`src/rtl/mlfs_pkg.sv`:
```
// ----------------------------------------------------------------------------
// mlfs_pkg
// Shared types and constants of the multilevel feedback scheduler.
// ----------------------------------------------------------------------------
package mlfs_pkg;

   localparam int THREADS     = 16;
   localparam int LEVELS      = 4;
   localparam int TID_W       = $clog2(THREADS);
   localparam int LVL_W       = $clog2(LEVELS);
   localparam int ACTION_W    = 3;
   localparam int CSR_ADDR_W  = 1;
   localparam int CSR_DATA_W  = 8;

   localparam logic [ACTION_W-1:0] ACT_ADMIT = 3'd0;
   localparam logic [ACTION_W-1:0] ACT_TICK  = 3'd1;
   localparam logic [ACTION_W-1:0] ACT_YIELD = 3'd2;
   localparam logic [ACTION_W-1:0] ACT_LEAVE = 3'd3;
   localparam logic [ACTION_W-1:0] ACT_WAKE  = 3'd4;
   localparam logic [ACTION_W-1:0] ACT_SETLV = 3'd5;

   localparam logic [CSR_ADDR_W-1:0] CSR_BOOST_INTERVAL = 1'd0;
   localparam logic [CSR_ADDR_W-1:0] CSR_INITIAL_LEVEL  = 1'd1;

   localparam logic [7:0]       BOOST_RESET = 8'd10;
   localparam logic [LVL_W-1:0] LEVEL_RESET = LVL_W'(LEVELS - 1);

   // controller -> datapath
   typedef struct packed {
      logic load;      // capture request and apply the event step
      logic grant;     // pop highest nonempty level
      logic boost;     // splice one lower level onto the top
      logic [LVL_W-1:0] boost_level;
   } cmd_type;

   // datapath -> controller
   typedef struct packed {
      logic need_grant;
      logic boost_due;
   } status_type;

endpackage

```
`src/rtl/mlfs_ctrl.sv`:
```
// ----------------------------------------------------------------------------
// mlfs_ctrl
// Sequencer: event step, optional grant, boost sweep over lower levels, reply.
// ----------------------------------------------------------------------------
module mlfs_ctrl
   import mlfs_pkg::*;
(
   input  logic       clock,
   input  logic       reset,
   input  logic       req_valid,
   output logic       req_ready,
   output logic       rsp_valid,
   input  logic       rsp_ready,
   input  status_type status,
   output cmd_type    cmd
);

   typedef enum logic [3:0] {
      ST_IDLE  = 4'b0001,
      ST_GRANT = 4'b0010,
      ST_BOOST = 4'b0100,
      ST_RESP  = 4'b1000
   } state_type;

   state_type        state_ff, state_in;
   logic [LVL_W-1:0] lvl_ff, lvl_in;

   assign req_ready = (state_ff == ST_IDLE);
   assign rsp_valid = (state_ff == ST_RESP);

   always_comb begin
      state_in = state_ff;
      lvl_in   = lvl_ff;
      cmd      = '0;
      cmd.boost_level = lvl_ff;
      unique case (state_ff)
         ST_IDLE: begin
            if (req_valid) begin
               cmd.load = 1'b1;
               state_in = ST_GRANT;
            end
         end
         ST_GRANT: begin
            if (status.need_grant) begin
               cmd.grant = 1'b1;
            end
            if (status.need_grant && status.boost_due) begin
               lvl_in   = '0;
               state_in = ST_BOOST;
            end else begin
               state_in = ST_RESP;
            end
         end
         ST_BOOST: begin
            cmd.boost = 1'b1;
            lvl_in    = lvl_ff + 1'b1;
            if (lvl_ff == LVL_W'(LEVELS - 2)) begin
               state_in = ST_RESP;
            end
         end
         ST_RESP: begin
            if (rsp_ready) begin
               state_in = ST_IDLE;
            end
         end
         default: state_in = ST_IDLE;
      endcase
   end

   always_ff @(posedge clock) begin
      if (reset) begin
         state_ff <= ST_IDLE;
         lvl_ff   <= '0;
      end else begin
         state_ff <= state_in;
         lvl_ff   <= lvl_in;
      end
   end

   a_onehot: assert property (@(posedge clock) disable iff (reset) $onehot(state_ff))
      else $error("state not one-hot");
   a_boost_resp: assert property (@(posedge clock) disable iff (reset)
      state_ff == ST_BOOST && lvl_ff == LVL_W'(LEVELS - 2) |=> state_ff == ST_RESP)
      else $error("boost sweep overran");
   a_load_idle: assert property (@(posedge clock) disable iff (reset)
      cmd.load |=> state_ff == ST_GRANT)
      else $error("load without grant step");

endmodule

```
`src/rtl/mlfs_dp.sv`:
```
// ----------------------------------------------------------------------------
// mlfs_dp
// Queue lists, thread levels, running thread and grant counter.
// ----------------------------------------------------------------------------
module mlfs_dp
   import mlfs_pkg::*;
(
   input  logic                  clock,
   input  logic                  reset,
   input  cmd_type               cmd,
   output status_type            status,
   input  logic [ACTION_W-1:0]   req_action,
   input  logic [TID_W-1:0]      req_thread_id,
   input  logic [LVL_W-1:0]      req_new_level,
   input  logic                  csr_valid,
   input  logic                  csr_ready,
   input  logic [CSR_ADDR_W-1:0] csr_index,
   input  logic [CSR_DATA_W-1:0] csr_data,
   output logic [TID_W-1:0]      rsp_run_thread,
   output logic                  rsp_run_valid,
   output logic                  rsp_switched,
   output logic                  rsp_boosted
);

   logic [TID_W-1:0] link_ff   [THREADS];
   logic [LVL_W-1:0] level_ff  [THREADS];
   logic [LVL_W-1:0] qlv_ff    [THREADS];
   logic [TID_W-1:0] head_ff   [LEVELS];
   logic [TID_W-1:0] tail_ff   [LEVELS];
   logic [LEVELS-1:0]  nonempty_ff;
   logic [THREADS-1:0] queued_ff;
   logic [TID_W-1:0] run_ff;
   logic             runv_ff;
   logic [7:0]       count_ff;
   logic [7:0]       interval_ff;
   logic [LVL_W-1:0] init_ff;
   logic             need_ff, sw_ff, bst_ff;

   // push candidate from the event step
   logic             push_en;
   logic [TID_W-1:0] push_t;
   logic [LVL_W-1:0] push_lv;
   logic             busy;
   logic [LVL_W-1:0] run_lv;
   logic             found;
   logic [LVL_W-1:0] top_lv;
   logic [TID_W-1:0] pop_t;
   logic [7:0]       count_inc;
   localparam logic [LVL_W-1:0] TOP = LVL_W'(LEVELS - 1);

   assign busy   = queued_ff[req_thread_id] || (runv_ff && run_ff == req_thread_id);
   assign run_lv = level_ff[run_ff];

   always_comb begin
      push_en = 1'b0;
      push_t  = run_ff;
      push_lv = run_lv;
      unique case (req_action)
         ACT_ADMIT: begin
            push_en = !busy;
            push_t  = req_thread_id;
            push_lv = init_ff;
         end
         ACT_TICK: begin
            push_en = runv_ff && run_ff != '0;
            push_lv = (run_lv != '0) ? run_lv - 1'b1 : run_lv;
         end
         ACT_YIELD: push_en = runv_ff;
         ACT_WAKE: begin
            push_en = !busy;
            push_t  = req_thread_id;
            push_lv = level_ff[req_thread_id];
         end
         default: push_en = 1'b0;
      endcase
   end

   always_comb begin
      found  = 1'b0;
      top_lv = '0;
      for (int i = 0; i < LEVELS; i++) begin
         if (nonempty_ff[i]) begin
            found  = 1'b1;
            top_lv = LVL_W'(i);
         end
      end
   end

   assign pop_t     = head_ff[top_lv];
   assign count_inc = count_ff + 8'd1;

   assign status.need_grant = need_ff && found;
   assign status.boost_due  = count_inc >= interval_ff;

   always_ff @(posedge clock) begin
      if (reset) begin
         nonempty_ff <= '0;
         queued_ff   <= '0;
         run_ff      <= '0;
         runv_ff     <= 1'b1;
         count_ff    <= '0;
         interval_ff <= BOOST_RESET;
         init_ff     <= LEVEL_RESET;
         need_ff     <= 1'b0;
         sw_ff       <= 1'b0;
         bst_ff      <= 1'b0;
      end else begin
         if (csr_valid && csr_ready) begin
            unique case (csr_index)
               CSR_BOOST_INTERVAL: interval_ff <= csr_data;
               CSR_INITIAL_LEVEL:  init_ff <= csr_data[LVL_W-1:0];
               default: ;
            endcase
         end
         if (cmd.load) begin
            sw_ff   <= 1'b0;
            bst_ff  <= 1'b0;
            need_ff <= 1'b0;
            if (req_action == ACT_ADMIT || req_action == ACT_TICK
                || req_action == ACT_YIELD || req_action == ACT_WAKE) begin
               if (push_en) begin
                  if (req_action != ACT_WAKE) level_ff[push_t] <= push_lv;
                  link_ff[push_t]   <= '0;
                  queued_ff[push_t] <= 1'b1;
                  qlv_ff[push_t]    <= push_lv;
                  if (nonempty_ff[push_lv]) begin
                     link_ff[tail_ff[push_lv]] <= push_t;
                  end else begin
                     head_ff[push_lv] <= push_t;
                  end
                  tail_ff[push_lv]     <= push_t;
                  nonempty_ff[push_lv] <= 1'b1;
               end
            end
            if (req_action == ACT_SETLV) begin
               level_ff[req_thread_id] <= req_new_level;
            end
            if ((req_action == ACT_TICK && !(runv_ff && run_ff == '0))
                || req_action == ACT_YIELD || req_action == ACT_LEAVE) begin
               runv_ff <= 1'b0;
               run_ff  <= '0;
               need_ff <= 1'b1;
            end
         end
         if (cmd.grant) begin
            run_ff    <= pop_t;
            runv_ff   <= 1'b1;
            sw_ff     <= 1'b1;
            queued_ff[pop_t] <= 1'b0;
            if (pop_t == tail_ff[top_lv]) nonempty_ff[top_lv] <= 1'b0;
            else head_ff[top_lv] <= link_ff[pop_t];
            if (status.boost_due) begin
               count_ff <= '0;
               bst_ff   <= 1'b1;
            end else begin
               count_ff <= count_inc;
            end
         end
         if (cmd.boost && nonempty_ff[cmd.boost_level]) begin
            // relevel the threads waiting in the spliced level
            for (int t = 0; t < THREADS; t++) begin
               if (queued_ff[t] && qlv_ff[t] == cmd.boost_level) begin
                  level_ff[t] <= TOP;
                  qlv_ff[t]   <= TOP;
               end
            end
            if (nonempty_ff[TOP]) link_ff[tail_ff[TOP]] <= head_ff[cmd.boost_level];
            else head_ff[TOP] <= head_ff[cmd.boost_level];
            tail_ff[TOP]     <= tail_ff[cmd.boost_level];
            nonempty_ff[TOP] <= 1'b1;
            nonempty_ff[cmd.boost_level] <= 1'b0;
         end
      end
   end

   assign rsp_run_thread = run_ff;
   assign rsp_run_valid  = runv_ff;
   assign rsp_switched   = sw_ff;
   assign rsp_boosted    = bst_ff;

   a_bst_sw: assert property (@(posedge clock) disable iff (reset)
      rsp_boosted |-> rsp_switched) else $error("boost without grant");
   a_grant_run: assert property (@(posedge clock) disable iff (reset)
      cmd.grant |=> runv_ff) else $error("grant left no thread running");
   a_run_notq: assert property (@(posedge clock) disable iff (reset)
      cmd.grant |=> !queued_ff[run_ff]) else $error("running thread still queued");

endmodule

```
`src/rtl/multilevel_feedback_scheduler.sv`:
```
// ----------------------------------------------------------------------------
// multilevel_feedback_scheduler
// Event-driven multilevel feedback queue scheduler with periodic boost.
// ----------------------------------------------------------------------------
// One event is handled at a time in the steps capture, grant and reply,
// plus a boost sweep after the grant when it triggers a boost, which splices
// each lower level's list onto the top list one level per cycle. The reply register
// holds until rsp_ready; the next request is taken once it is transferred.
module multilevel_feedback_scheduler
   import mlfs_pkg::*;
(
   input  logic                  clock,
   input  logic                  reset,
   input  logic                  req_valid,
   output logic                  req_ready,
   input  logic [ACTION_W-1:0]   req_action,
   input  logic [TID_W-1:0]      req_thread_id,
   input  logic [LVL_W-1:0]      req_new_level,
   output logic                  rsp_valid,
   input  logic                  rsp_ready,
   output logic [TID_W-1:0]      rsp_run_thread,
   output logic                  rsp_run_valid,
   output logic                  rsp_switched,
   output logic                  rsp_boosted,
   input  logic                  csr_valid,
   output logic                  csr_ready,
   input  logic [CSR_ADDR_W-1:0] csr_index,
   input  logic [CSR_DATA_W-1:0] csr_data
);

   cmd_type    cmd;
   status_type status;

   assign csr_ready = 1'b1;

   mlfs_ctrl u_ctrl (
      .clock, .reset, .req_valid, .req_ready, .rsp_valid, .rsp_ready,
      .status, .cmd
   );

   mlfs_dp u_dp (
      .clock, .reset, .cmd, .status, .req_action, .req_thread_id, .req_new_level,
      .csr_valid, .csr_ready, .csr_index, .csr_data,
      .rsp_run_thread, .rsp_run_valid, .rsp_switched, .rsp_boosted
   );

endmodule

```
`config.mk`:
```
export PLATFORM = sky130hd
export DESIGN_NAME = multilevel_feedback_scheduler
export DESIGN_NICKNAME = d
export VERILOG_FILES = /design/src/rtl/mlfs_pkg.sv /design/src/rtl/mlfs_ctrl.sv /design/src/rtl/mlfs_dp.sv /design/src/rtl/multilevel_feedback_scheduler.sv
export SDC_FILE = /design/constraint.sdc
export NUM_CORES = 1
export LEC_CHECK = 0
export BUFFER_PORTS_ARGS = -buffer_cell sky130_fd_sc_hd__buf_2
export CORE_UTILIZATION = 30
export CTS_CLUSTER_DIAMETER = 100
export DETAILED_ROUTE_END_ITERATION = 8
export GPL_TIMING_DRIVEN = 0
export PLACE_DENSITY = 0.55
export SLEW_MARGIN = 0
export SYNTH_ARGS = -nofsm -noshare
export SYNTH_HDL_FRONTEND = slang
export SYNTH_HIERARCHICAL = 1
export SYNTH_SLANG_ARGS = --single-unit
```
`constraint.sdc`:
```
create_clock -name clock -period 6.2 [get_ports clock]
set_clock_uncertainty 0.15 [all_clocks]
set_input_delay 1.24 -clock clock [delete_from_list [all_inputs] [get_ports clock]]
set_output_delay 1.24 -clock clock [all_outputs]
set_load 0.01 [all_outputs]
```
==> impl_metrics.tcl, run 1 <==
set metrics [dict create \
    setup_repair_after_global_routing_missed_its_margin "no" \
    cellLeakagePower_nw 4.717 \
    min_period_over_period 0.8994 \
    holdPathStages 2 \
    status "completed" \
    overall_overflow_remaining_after_global_route 0 \
    design_power_total_w 0.003699 \
    first_pass_iters 7 \
    synthArstFlopShare 0 \
    netlist_area_um2 12040 \
    area_delta_synth_final_pct 13.53 \
    timing.critical_path.from_type "input pin" \
    cts_made_buffers 25 \
    floorplan.initialDensity 0.3036 \
    design.portCount 33 \
    setup-violations-final 0 \
    synth_enable_flop_cells 96 \
    synth-main-ff-cell "sky130_fd_sc_hd__dfxtp_1" \
    layout_min_cycle_time_ps 5576 \
    routedWlPerCell_um 20.73 \
    cts.sinks 216 \
    grt_max_degree 13 \
    slew_headroom 0.1437 \
    via_count 10270 \
    finalSetupTns_ps 0 \
    wire_length_of_the_first_global_routing_pass_um 58480 \
    floorplan.die.width_um 202.3 \
    seq_area_frac_synth 0.4391 \
    worst_path_dominant_cell_family "buffers and inverters" \
    per_instance_average_area_after_synthesis_um2 9.591 \
    cts-root-to-sink-buffers 3 \
    cts.repair.resized 0 \
    via_count_of_the_first_global_routing_pass 9815 \
    required_time_of_the_worst_setup_path_ps 6200 \
    drt_first_iter_violations 828 \
    ctsRootBufferMaster "sky130_fd_sc_hd__clkbuf_16" \
    die_area_um2 40930 \
    rows 73 \
    critical-path-max-stage-delay_ps 690 \
    layout-drive-gt1-share 0.1039 \
    worst-setup-path-type "in2reg" \
    critical_path_depth 13 \
    cts_htree_levels 1 \
    port-buffer-count 27 \
    r2r.worst_path.cells 12 \
    cts_tree "done" \
    gr-usage-all-layers 0.1840 \
    power-per-cell-area_nw_per_um2 270.7 \
    hp-class "reg2reg" \
    gp_congestion 0.8961 \
    worstPathMaxFanout 10 \
    cp_num_buf_inv 4 \
    synthesis.yosys.warnings 6 \
    detailed_place_hpwl_um 28440 \
    drt-total-wl_um 38420 \
    cts.hold.buffers_added 0 \
    critPathSlowestCell "sky130_fd_sc_hd__o221ai_1" \
    report.final.hold_viol_count 0 \
    cts_post_setup_buffers_inserted 0 \
    final_design_area_no_fill_um2 13670 \
    maxcap_viol_count 0 \
    antenna_cells_inserted 0 \
    yosysUniqueCellTypes 71 \
    clock.fmax_ghz 0.1793 \
    power.ir.vdd_worst_mv 0.1899 \
    crit_chain "clkbuf_1 -> clkbuf_1 -> mux4_2 -> mux2_2 -> nand3_1 -> o2111ai_1 -> o31ai_1 -> buf_2 -> buf_2 -> a21oi_1 -> a22oi_2 -> nand2_1 -> o221ai_1" \
    yosys_register_bits 216 \
    nNetsFinal 1344 \
    worst_slew_pin_slew_ps 1276 \
    dpl_cell_area_um2 12840 \
    core-area_um2 39640 \
    finalCoreUtilization 0.3447 \
    ant_nets 0 \
    worstSkewPairLatency_ps 520 \
    number_of_antenna_violations_at_the_first_check_in_global_routing 0 \
    clk_pin_slew_worst_paths_ps 60 \
    maxSlewViolCount 0 \
    critical_path_sink_type "flip-flop" \
    remaining_drc_errors 0 \
    cp.arrival_ps 5580 \
    netlist_instances 1255 \
    die-height_um 202.3 \
    route.detailed.vias_per_inst 5.542 \
]
## cell type report
cell class	count	area, µm²
clock inverters	12	157.7
well taps	525	656.9
plain buffers	80	352.8
fillers	4119	25970
inverters	33	123.9
clock buffers	32	671.9
flip-flops and latches	216	5285
repair buffers	27	135.1
multi-input cells	928	6282
## cell families after synthesis
kind of cell             after synthesis  share of synthesized area
XOR/XNOR                              46                    0.03347
adder cells (fa/ha/maj)               10                    0.01040
AO/OA/AOI/OAI                        305                     0.1733
flip-flops                           216                     0.4391
other                                  1                  0.0003116
buffers and inverters                113                    0.03960
multiplexers                         126                     0.1323
AND/OR/NAND/NOR                      438                     0.1715
## per-stage QoR
stage / hold WS, ps / setup WS (ps) / cells
floorplan: 286.3 / 1586 / 1257
global placement: 297.1 / 268.8 / 1809
detailed placement: 297.0 / 203.7 / 1809
CTS: 305.4 / 749.3 / 1853
global route: 319.7 / 543.3 / 1853
finish: 301.1 / 623.7 / 1853
## registers in the layout, indices dropped and copies added (netlist names), named ones only
register             flops
u_ctrl/lvl_ff            2
u_ctrl/state_ff          4
u_dp/count_ff            8
u_dp/head_ff            16
u_dp/init_ff             2
u_dp/interval_ff         8
u_dp/level_ff           32
u_dp/link_ff            64
u_dp/need_ff             1
u_dp/nonempty_ff         4
u_dp/qlv_ff             32
u_dp/queued_ff          16
u_dp/rsp_boosted         1
u_dp/rsp_run_thread      4
u_dp/rsp_run_valid       1
u_dp/rsp_switched        1
u_dp/tail_ff            16
## layer usage
metal  vias to the layer above  wire (µm)  GRT usage
li1                       4782          -          -
met1                      4980      16790     0.2495
met2                       412      17300     0.2913
met3                        95       3010    0.03402
met4                         0       1328    0.06579
met5                         -          0          0
## power by group
| group | internal, W | total [W] | switching (W) |
|---|---|---|---|
| clock network | 0.000926 | 0.00152 | 0.000597 |
| logic | 0.000205 | 0.000590 | 0.000385 |
| registers | 0.00154 | 0.00159 | 0.0000503 |
| total | 0.00267 | 0.00370 | 0.00103 |
## Yosys cell counts, types with 6 or more instances
cell,instances,area [µm²]
sky130_fd_sc_hd__nor3b_1,6,45.04
sky130_fd_sc_hd__o21ai_1,6,30.03
sky130_fd_sc_hd__clkbuf_1,57,214.0
sky130_fd_sc_hd__nor2_1,81,304.0
sky130_fd_sc_hd__buf_1,8,30.03
sky130_fd_sc_hd__a21o_1,9,67.56
sky130_fd_sc_hd__and3_1,9,56.30
sky130_fd_sc_hd__nor2b_1,17,106.4
sky130_fd_sc_hd__nand2b_1,12,75.07
sky130_fd_sc_hd__edfxtp_1,96,2883
sky130_fd_sc_hd__ha_1,10,125.1
sky130_fd_sc_hd__o22ai_1,16,100.1
sky130_fd_sc_hd__xnor2_1,41,359.1
sky130_fd_sc_hd__o221ai_1,10,87.58
sky130_fd_sc_hd__mux2i_1,86,860.8
sky130_fd_sc_hd__inv_1,29,108.9
sky130_fd_sc_hd__nand3_1,44,220.2
sky130_fd_sc_hd__a21oi_1,52,260.3
sky130_fd_sc_hd__a22oi_1,18,135.1
sky130_fd_sc_hd__a211oi_1,21,157.7
sky130_fd_sc_hd__dfxtp_1,120,2402
sky130_fd_sc_hd__mux4_2,25,563.0
sky130_fd_sc_hd__o211ai_1,39,292.8
sky130_fd_sc_hd__buf_2,8,40.04
sky130_fd_sc_hd__nand2_1,187,701.9
sky130_fd_sc_hd__nand4_1,18,112.6
sky130_fd_sc_hd__mux2_2,15,168.9
sky130_fd_sc_hd__o31ai_1,43,322.8
sky130_fd_sc_hd__nor3_1,31,155.2
sky130_fd_sc_hd__o21ai_0,56,280.3
## cells in the final DEF (no fill, tap or decap), drive strengths merged, types with 7 or more instances in the layout
cell	instances
nand2b	15
mux2	15
edfxtp	96
ha	10
nand2	187
nor2	82
o221ai	10
mux4	25
a211oi	22
o22ai	16
a21oi	52
nand3	44
o21ai	62
and3	9
dfxtp	120
nor3	32
clkinv	11
a21o	9
nand4	18
nor3b	7
a22oi	19
nor2b	17
o31ai	50
buf	49
inv	30
clkbuf	90
mux2i	86
o211ai	39
xnor2	41
## worst register-to-register path: stages, from the launching register on
cell and delay [ps]:
sky130_fd_sc_hd__dfxtp_1 320, sky130_fd_sc_hd__clkbuf_1 460, sky130_fd_sc_hd__mux4_2 400, sky130_fd_sc_hd__mux2_2 310
sky130_fd_sc_hd__nand2_1 90, sky130_fd_sc_hd__o21ai_0 90, sky130_fd_sc_hd__o31ai_1 580, sky130_fd_sc_hd__buf_2 370
sky130_fd_sc_hd__buf_2 300, sky130_fd_sc_hd__a21oi_1 90, sky130_fd_sc_hd__a22oi_2 440, sky130_fd_sc_hd__nand2_1 430
sky130_fd_sc_hd__o221ai_1 690
## worst paths after layout
kind / from / endpoint / slack (ps)
worst max-delay path: req_thread_id[3] / u_dp/link_ff[4][2] / 620
worst min-delay path: u_dp/interval_ff[6] / u_dp/interval_ff[6] / 300
worst max register to register: flip-flop / u_dp/link_ff[4][2] / 1100
worst min register to register: u_dp/interval_ff[6] / u_dp/interval_ff[6] / 300
No activity file was read; power rests on OpenSTA's default activity.
==> run 2, diff against run 1 <==
--- a/config.mk
+++ b/config.mk
@@ -11,6 +11,7 @@
 export DETAILED_ROUTE_END_ITERATION = 8
 export GPL_TIMING_DRIVEN = 0
 export PLACE_DENSITY = 0.55
+export RECOVER_POWER = 100
 export SLEW_MARGIN = 0
 export SYNTH_ARGS = -nofsm -noshare
 export SYNTH_HDL_FRONTEND = slang
==> run 2 against run 1 <==
Net effect:
- the run now ends with max-capacitance violations left
- worst setup slack got worse by 250 ps
- sequential share of layout area grew 0.21 points
- critical path depth is the same
- flip-flop and latch count stayed put
- non-clock buffer count unchanged
- largest cell class unchanged
- via count decreased by 0.20%
- routed wire length barely moved
- global-route usage unchanged
- die area stayed put
- final cell count unchanged
- combinational power decreased by 0.8%
==> impl_metrics.tcl, run 2 (same netlist as run 1, synthesis figures left out) <==
set metrics [dict create \
    floorplan.die.width_um 202.3 \
    cts.sinks 216 \
    critical_path_sink_type "flip-flop" \
    remaining_drc_errors 0 \
    area_delta_synth_final_pct 12.91 \
    cellLeakagePower_nw 4.624 \
    antenna_cells_inserted 0 \
    maxcap_viol_count 1 \
    via_count_of_the_first_global_routing_pass 9815 \
    worstPathMaxFanout 10 \
    power.ir.vdd_worst_mv 0.1896 \
    ctsRootBufferMaster "sky130_fd_sc_hd__clkbuf_16" \
    grt_max_degree 13 \
    maxSlewViolCount 0 \
    cts.repair.resized 0 \
    overall_overflow_remaining_after_global_route 0 \
    placed_cells_incl_taps 1809 \
    layout-drive-gt1-share 0.08434 \
    power.share.sequential 0.430 \
    cp-endpoint "u_dp/link_ff[4][2]" \
    clock.fmax_ghz 0.1718 \
    floorplan.initialDensity 0.3036 \
    gr-usage-all-layers 0.1840 \
    clk_pin_slew_worst_paths_ps 60 \
    detailed_place_hpwl_um 28440 \
    hp-class "reg2reg" \
    cts_made_buffers 25 \
    p_clk_frac 0.411 \
    layout_common_cells "sky130_fd_sc_hd__nand2_1, sky130_fd_sc_hd__dfxtp_1, sky130_fd_sc_hd__edfxtp_1" \
    cts.hold.buffers_added 0 \
    design.portCount 33 \
    die_area_um2 40930 \
    min_period_over_period 0.9391 \
    post_layout_nonfiller_instances 1853 \
    number_of_antenna_violations_at_the_first_check_in_global_routing 0 \
    cts_htree_levels 1 \
    r2r_end "u_dp/link_ff[4][2]" \
    wire_length_of_the_first_global_routing_pass_um 58480 \
    routedWlPerCell_um 20.74 \
    largest_register "u_dp/link_ff" \
    power-per-cell-area_nw_per_um2 271.4 \
    core-area_um2 39640 \
    ant_nets 0 \
    internal_power_w 0.002661 \
    cts_tree "done" \
    rows 73 \
    worstSkewPairLatency_ps 520 \
    timing.critical_path.from_type "input pin" \
    power.switching_fraction 0.2785 \
    cts_post_setup_buffers_inserted 0 \
    worst_slew_pin_slew_ps 1478 \
    via_count 10250 \
    switchingPower_w 0.001027 \
    ff2ff_setup_slack_ps 910 \
    r2r.worst_path.cells 12 \
    report.final.hold_viol_count 0 \
    crit_start "req_thread_id[3]" \
    cp.arrival_ps 5820 \
    nNetsFinal 1344 \
    gp_congestion 0.8961 \
    slew_headroom 0.01222 \
    setup-violations-final 0 \
    cts-root-to-sink-buffers 3 \
    worst-setup-path-type "in2reg" \
    finalSetupTns_ps 0 \
    required_time_of_the_worst_setup_path_ps 6200 \
    biggestRegsByFlops "u_dp/link_ff x64, u_dp/level_ff x32, u_dp/qlv_ff x32" \
    layout_min_cycle_time_ps 5822 \
    drt_first_iter_violations 900 \
    setup_repair_after_global_routing_missed_its_margin "no" \
    port-buffer-count 27 \
    violations_in_the_final_reports "max-capacitance violations" \
    first_pass_iters 5 \
    status "finished, violations left" \
    route.detailed.vias_per_inst 5.530 \
    comb_power_share 0.159 \
    drt-total-wl_um 38420 \
    most_common_cell_after_layout_fill_and_taps_aside "sky130_fd_sc_hd__nand2_1" \
    die-height_um 202.3 \
    largest_register_ff_count 64 \
]
## run 2: power groups by stage
stage	Clock (W)	Sequential (W)	Combinational, W
6_report	0.00152	0.00159	0.000585
4_1_cts	0.00155	0.00158	0.000581
3_3_place_gp	0	0.00161	0.000572
5_1_grt	0.00161	0.00159	0.000623
3_5_place_dp	0	0.00162	0.000579
2_1_floorplan	0	0.00159	0.000403
## run 2: critical path, stage by stage
cell and delay (ps):
sky130_fd_sc_hd__clkbuf_1 350, sky130_fd_sc_hd__clkbuf_1 560, sky130_fd_sc_hd__mux4_2 410, sky130_fd_sc_hd__mux2_2 290
sky130_fd_sc_hd__nand3_1 90, sky130_fd_sc_hd__o2111ai_1 120, sky130_fd_sc_hd__o31ai_1 220, sky130_fd_sc_hd__clkbuf_1 500
sky130_fd_sc_hd__buf_2 360, sky130_fd_sc_hd__a21oi_1 90, sky130_fd_sc_hd__a22oi_2 440, sky130_fd_sc_hd__nand2_1 440
sky130_fd_sc_hd__o221ai_1 690
## run 2: worst min-delay path by stage
stage | start | end | cells after the start
global route | u_dp/interval_ff[6] | u_dp/interval_ff[6] | 2
detailed placement | u_dp/interval_ff[6] | u_dp/interval_ff[6] | 2
global placement | u_dp/interval_ff[7] | u_dp/interval_ff[7] | 2
finish | u_dp/interval_ff[6] | u_dp/interval_ff[6] | 2
CTS | u_dp/interval_ff[6] | u_dp/interval_ff[6] | 2
floorplan | u_dp/interval_ff[2] | u_dp/interval_ff[2] | 2
## run 2: cell type report
class,instances,area [µm²]
flip-flops and latches,216,5285
multi-input cells,928,6246
clock buffers,32,671.9
plain buffers,80,326.6
repair buffers,27,122.6
fillers,4125,26050
well taps,525,656.9
clock inverters,12,157.7
inverters,33,123.9
## run 2: stage by stage
stage	setup slack (ps)	instance area, µm²	hold WS, ps	power, W	utilization
6_report	377.8	13590	301.1	0.003688	0.3428
5_1_grt	322.6	13590	319.7	0.003820	0.3428
4_1_cts	749.3	13670	305.4	0.003718	0.3447
3_5_place_dp	203.7	12840	297.0	0.002195	0.3238
3_3_place_gp	268.8	12840	297.1	0.002185	0.3238
2_1_floorplan	1586	12040	286.3	0.001997	-
## run 2: routing by layer
layer / routed length, µm / track usage / vias up
met1: 16930 / 0.2495 / 5003
met3: 3014 / 0.03402 / 79
met4: 1284 / 0.06579 / 0
met2: 17200 / 0.2913 / 390
met5: 0 / 0 / -
li1: - / - / 4776
==> run 3, diff against run 2 <==
--- a/config.mk
+++ b/config.mk
@@ -10,8 +10,9 @@
 export CTS_CLUSTER_DIAMETER = 100
 export DETAILED_ROUTE_END_ITERATION = 8
 export GPL_TIMING_DRIVEN = 0
+export MAX_ROUTING_LAYER = met4
 export PLACE_DENSITY = 0.55
-export RECOVER_POWER = 100
+export RECOVER_POWER = 50
 export SLEW_MARGIN = 0
 export SYNTH_ARGS = -nofsm -noshare
 export SYNTH_HDL_FRONTEND = slang
==> constraint.sdc (replaced) <==
create_clock -name clock -period 7.4 [get_ports clock]
set_clock_uncertainty 0.15 [all_clocks]
set_input_delay 1.48 -clock clock [delete_from_list [all_inputs] [get_ports clock]]
set_output_delay 1.48 -clock clock [all_outputs]
set_load 0.01 [all_outputs]
==> run 3 against run 2 <==
Net effect:
- the flow finishes with violations (max-capacitance violations, max-slew violations)
- largest power group unchanged
- critical path depth is the same
- non-clock buffer count stayed put
- final cell count unchanged
- routed wire length rose by 0.22%
- hold slack about the same
- first-iteration DRC count grew 9.3%
- critical path type unchanged
- clock-buffer cell count is the same
- die area unchanged
==> impl_metrics.tcl, run 3 (same netlist as run 1, synthesis figures left out) <==
set metrics [dict create \
    critPathSlowestCell "sky130_fd_sc_hd__o221ai_1" \
    gp_congestion 0.9148 \
    layout_common_cells "sky130_fd_sc_hd__nand2_1, sky130_fd_sc_hd__dfxtp_1, sky130_fd_sc_hd__edfxtp_1" \
    worst-setup-path-type "in2reg" \
    cts_htree_levels 1 \
    ant_nets 0 \
    cts-root-to-sink-buffers 3 \
    clk_pin_slew_worst_paths_ps 60 \
    cp_num_buf_inv 4 \
    largest_register "u_dp/link_ff" \
    crit_chain "clkbuf_1 -> clkbuf_1 -> mux4_2 -> mux2_2 -> nand3_1 -> o2111ai_1 -> o31ai_1 -> clkbuf_1 -> clkbuf_1 -> a21oi_1 -> a22oi_2 -> nand2_1 -> o221ai_1" \
    ff2ff_setup_slack_ps 1950 \
    cellLeakagePower_nw 4.627 \
    cts.sinks 216 \
    place_ws_ps 1164 \
    layout.filler_cells 4127 \
    nNetsFinal 1344 \
    cts.hold.buffers_added 0 \
    design.portCount 33 \
    design_power_total_w 0.003094 \
    violations_in_the_final_reports "max-capacitance violations, max-slew violations" \
    slew_headroom -0.3792 \
    die_area_um2 40930 \
    setup_slack_ps 943.9 \
    cp.arrival_ps 6460 \
    routedWlPerCell_um 20.78 \
    first_pass_iters 5 \
    via_count_of_the_first_global_routing_pass 9825 \
    finalCoreUtilization 0.3431 \
    min-delay-start "u_dp/interval_ff[6]" \
    power-per-cell-area_nw_per_um2 227.5 \
    route.detailed.vias_per_inst 5.537 \
    maxSlewViolCount 11 \
    r2r.worst_path.cells 12 \
    clock.fmax_ghz 0.1549 \
    number_of_antenna_violations_at_the_first_check_in_global_routing 0 \
    setup-violations-final 0 \
    ctsRootBufferMaster "sky130_fd_sc_hd__clkbuf_16" \
    layout_min_cycle_time_ps 6456 \
    drt-total-wl_um 38510 \
    dpl_cell_area_um2 12840 \
    min_period_over_period 0.8724 \
    antenna_cells_inserted 0 \
    power.share.sequential 0.430 \
    critical_path_sink_type "flip-flop" \
    hp-class "reg2reg" \
    maxcap_viol_count 1 \
    critical-path-max-stage-delay_ps 700 \
    cts_made_buffers 25 \
    worstSkewPairLatency_ps 520 \
    switchingPower_w 0.0008627 \
    cts_post_setup_buffers_inserted 0 \
    p_clk_frac 0.411 \
    rows 73 \
    floorplan.die.width_um 202.3 \
    gr-usage-all-layers 0.1896 \
    drt_first_iter_violations 984 \
    cts_tree "done" \
    required_time_of_the_worst_setup_path_ps 7400 \
    critical_path.most_common_cell "sky130_fd_sc_hd__clkbuf_1" \
    overall_overflow_remaining_after_global_route 0 \
    worstPathMaxFanout 10 \
    area_delta_synth_final_pct 13.00 \
    grt_max_degree 13 \
    remaining_drc_errors 0 \
    setup_repair_after_global_routing_missed_its_margin "no" \
    detailed_place_hpwl_um 28440 \
    endpoint_worst_hold "u_dp/interval_ff[6]" \
    power.switching_fraction 0.2788 \
    finalSetupTns_ps 0 \
    die-height_um 202.3 \
    biggestRegsByFlops "u_dp/link_ff x64, u_dp/level_ff x32, u_dp/qlv_ff x32" \
    worst_slew_pin_slew_ps 2047 \
    port-buffer-count 27 \
    comb_power_share 0.159 \
    most_common_cell_after_layout_fill_and_taps_aside "sky130_fd_sc_hd__nand2_1" \
    report.final.hold_viol_count 0 \
    timing.critical_path.from_type "input pin" \
    holdPathStages 2 \
    r2r_end "u_dp/link_ff[4][2]" \
    core-area_um2 39640 \
    largest_register_ff_count 64 \
    layout-drive-gt1-share 0.08810 \
    internal_power_w 0.002232 \
    status "finished, violations left" \
    cts.repair.resized 0 \
    floorplan.initialDensity 0.3036 \
    worst_path_dominant_cell_family "buffers and inverters" \
    power.ir.vdd_worst_mv 0.1610 \
    wire_length_of_the_first_global_routing_pass_um 58450 \
    final_design_area_no_fill_um2 13600 \
    via_count 10260 \
]
[run 3: cell counts in the layout (fill, tap and decap cells not counted)]
Identical to the previous run, type by type.
[run 3: power by group through the flow]
stage	registers, W	clock network (W)	logic [W]
final	0.00133	0.00127	0.000493
after global routing	0.00133	0.00134	0.000525
after CTS	0.00133	0.00130	0.000487
after detailed placement	0.00135	0	0.000485
after global placement	0.00135	0	0.000479
after floorplan	0.00134	0	0.000338
[run 3: layout make-up]
cell class / instances / area (µm²) / area share
buffer: 80 / 324.1 / 0.02382
timing repair buffer: 27 / 123.9 / 0.009107
tap: 525 / 656.9 / 0.04829
clock inverter: 12 / 157.7 / 0.01159
inverter: 33 / 123.9 / 0.009107
sequential: 216 / 5285 / 0.3886
clock buffer: 32 / 671.9 / 0.04940
multi-input combinational: 928 / 6259 / 0.4601
[run 3: worst max-delay path by stage]
stage                     cells past startpoint            endpoint  slack [ps]        startpoint
after floorplan                              13  u_dp/link_ff[6][0]        2550  req_thread_id[3]
after global placement                       13  u_dp/link_ff[6][2]        1230  req_thread_id[3]
after detailed placement                     13  u_dp/link_ff[6][1]        1160  req_thread_id[3]
after CTS                                    13  u_dp/link_ff[4][2]        1710  req_thread_id[3]
after global routing                         11  u_dp/link_ff[3][0]         790  req_thread_id[0]
final                                        13  u_dp/link_ff[4][2]         940  req_thread_id[0]
[run 3: worst min-delay path, stage by stage (launching register included)]
cell and delay, ps:
sky130_fd_sc_hd__dfxtp_1 310, sky130_fd_sc_hd__nand2_1 50, sky130_fd_sc_hd__a21oi_1 50
[run 3: per-stage QoR]
| step | instances | hold WS, ps |
|---|---|---|
| floorplan | 1257 | 286.3 |
| global route | 1853 | 319.7 |
| finish | 1853 | 301.1 |
| detailed placement | 1809 | 297.0 |
| global placement | 1809 | 297.1 |
| CTS | 1853 | 305.4 |
[run 3: routing by layer]
| layer | share of wire | GRT usage |
|---|---|---|
| met1 | 0.44 | 0.2494 |
| met2 | 0.45 | 0.2924 |
| met3 | 0.077 | 0.03305 |
| met4 | 0.033 | 0.06579 |
| met5 | 0 | - |
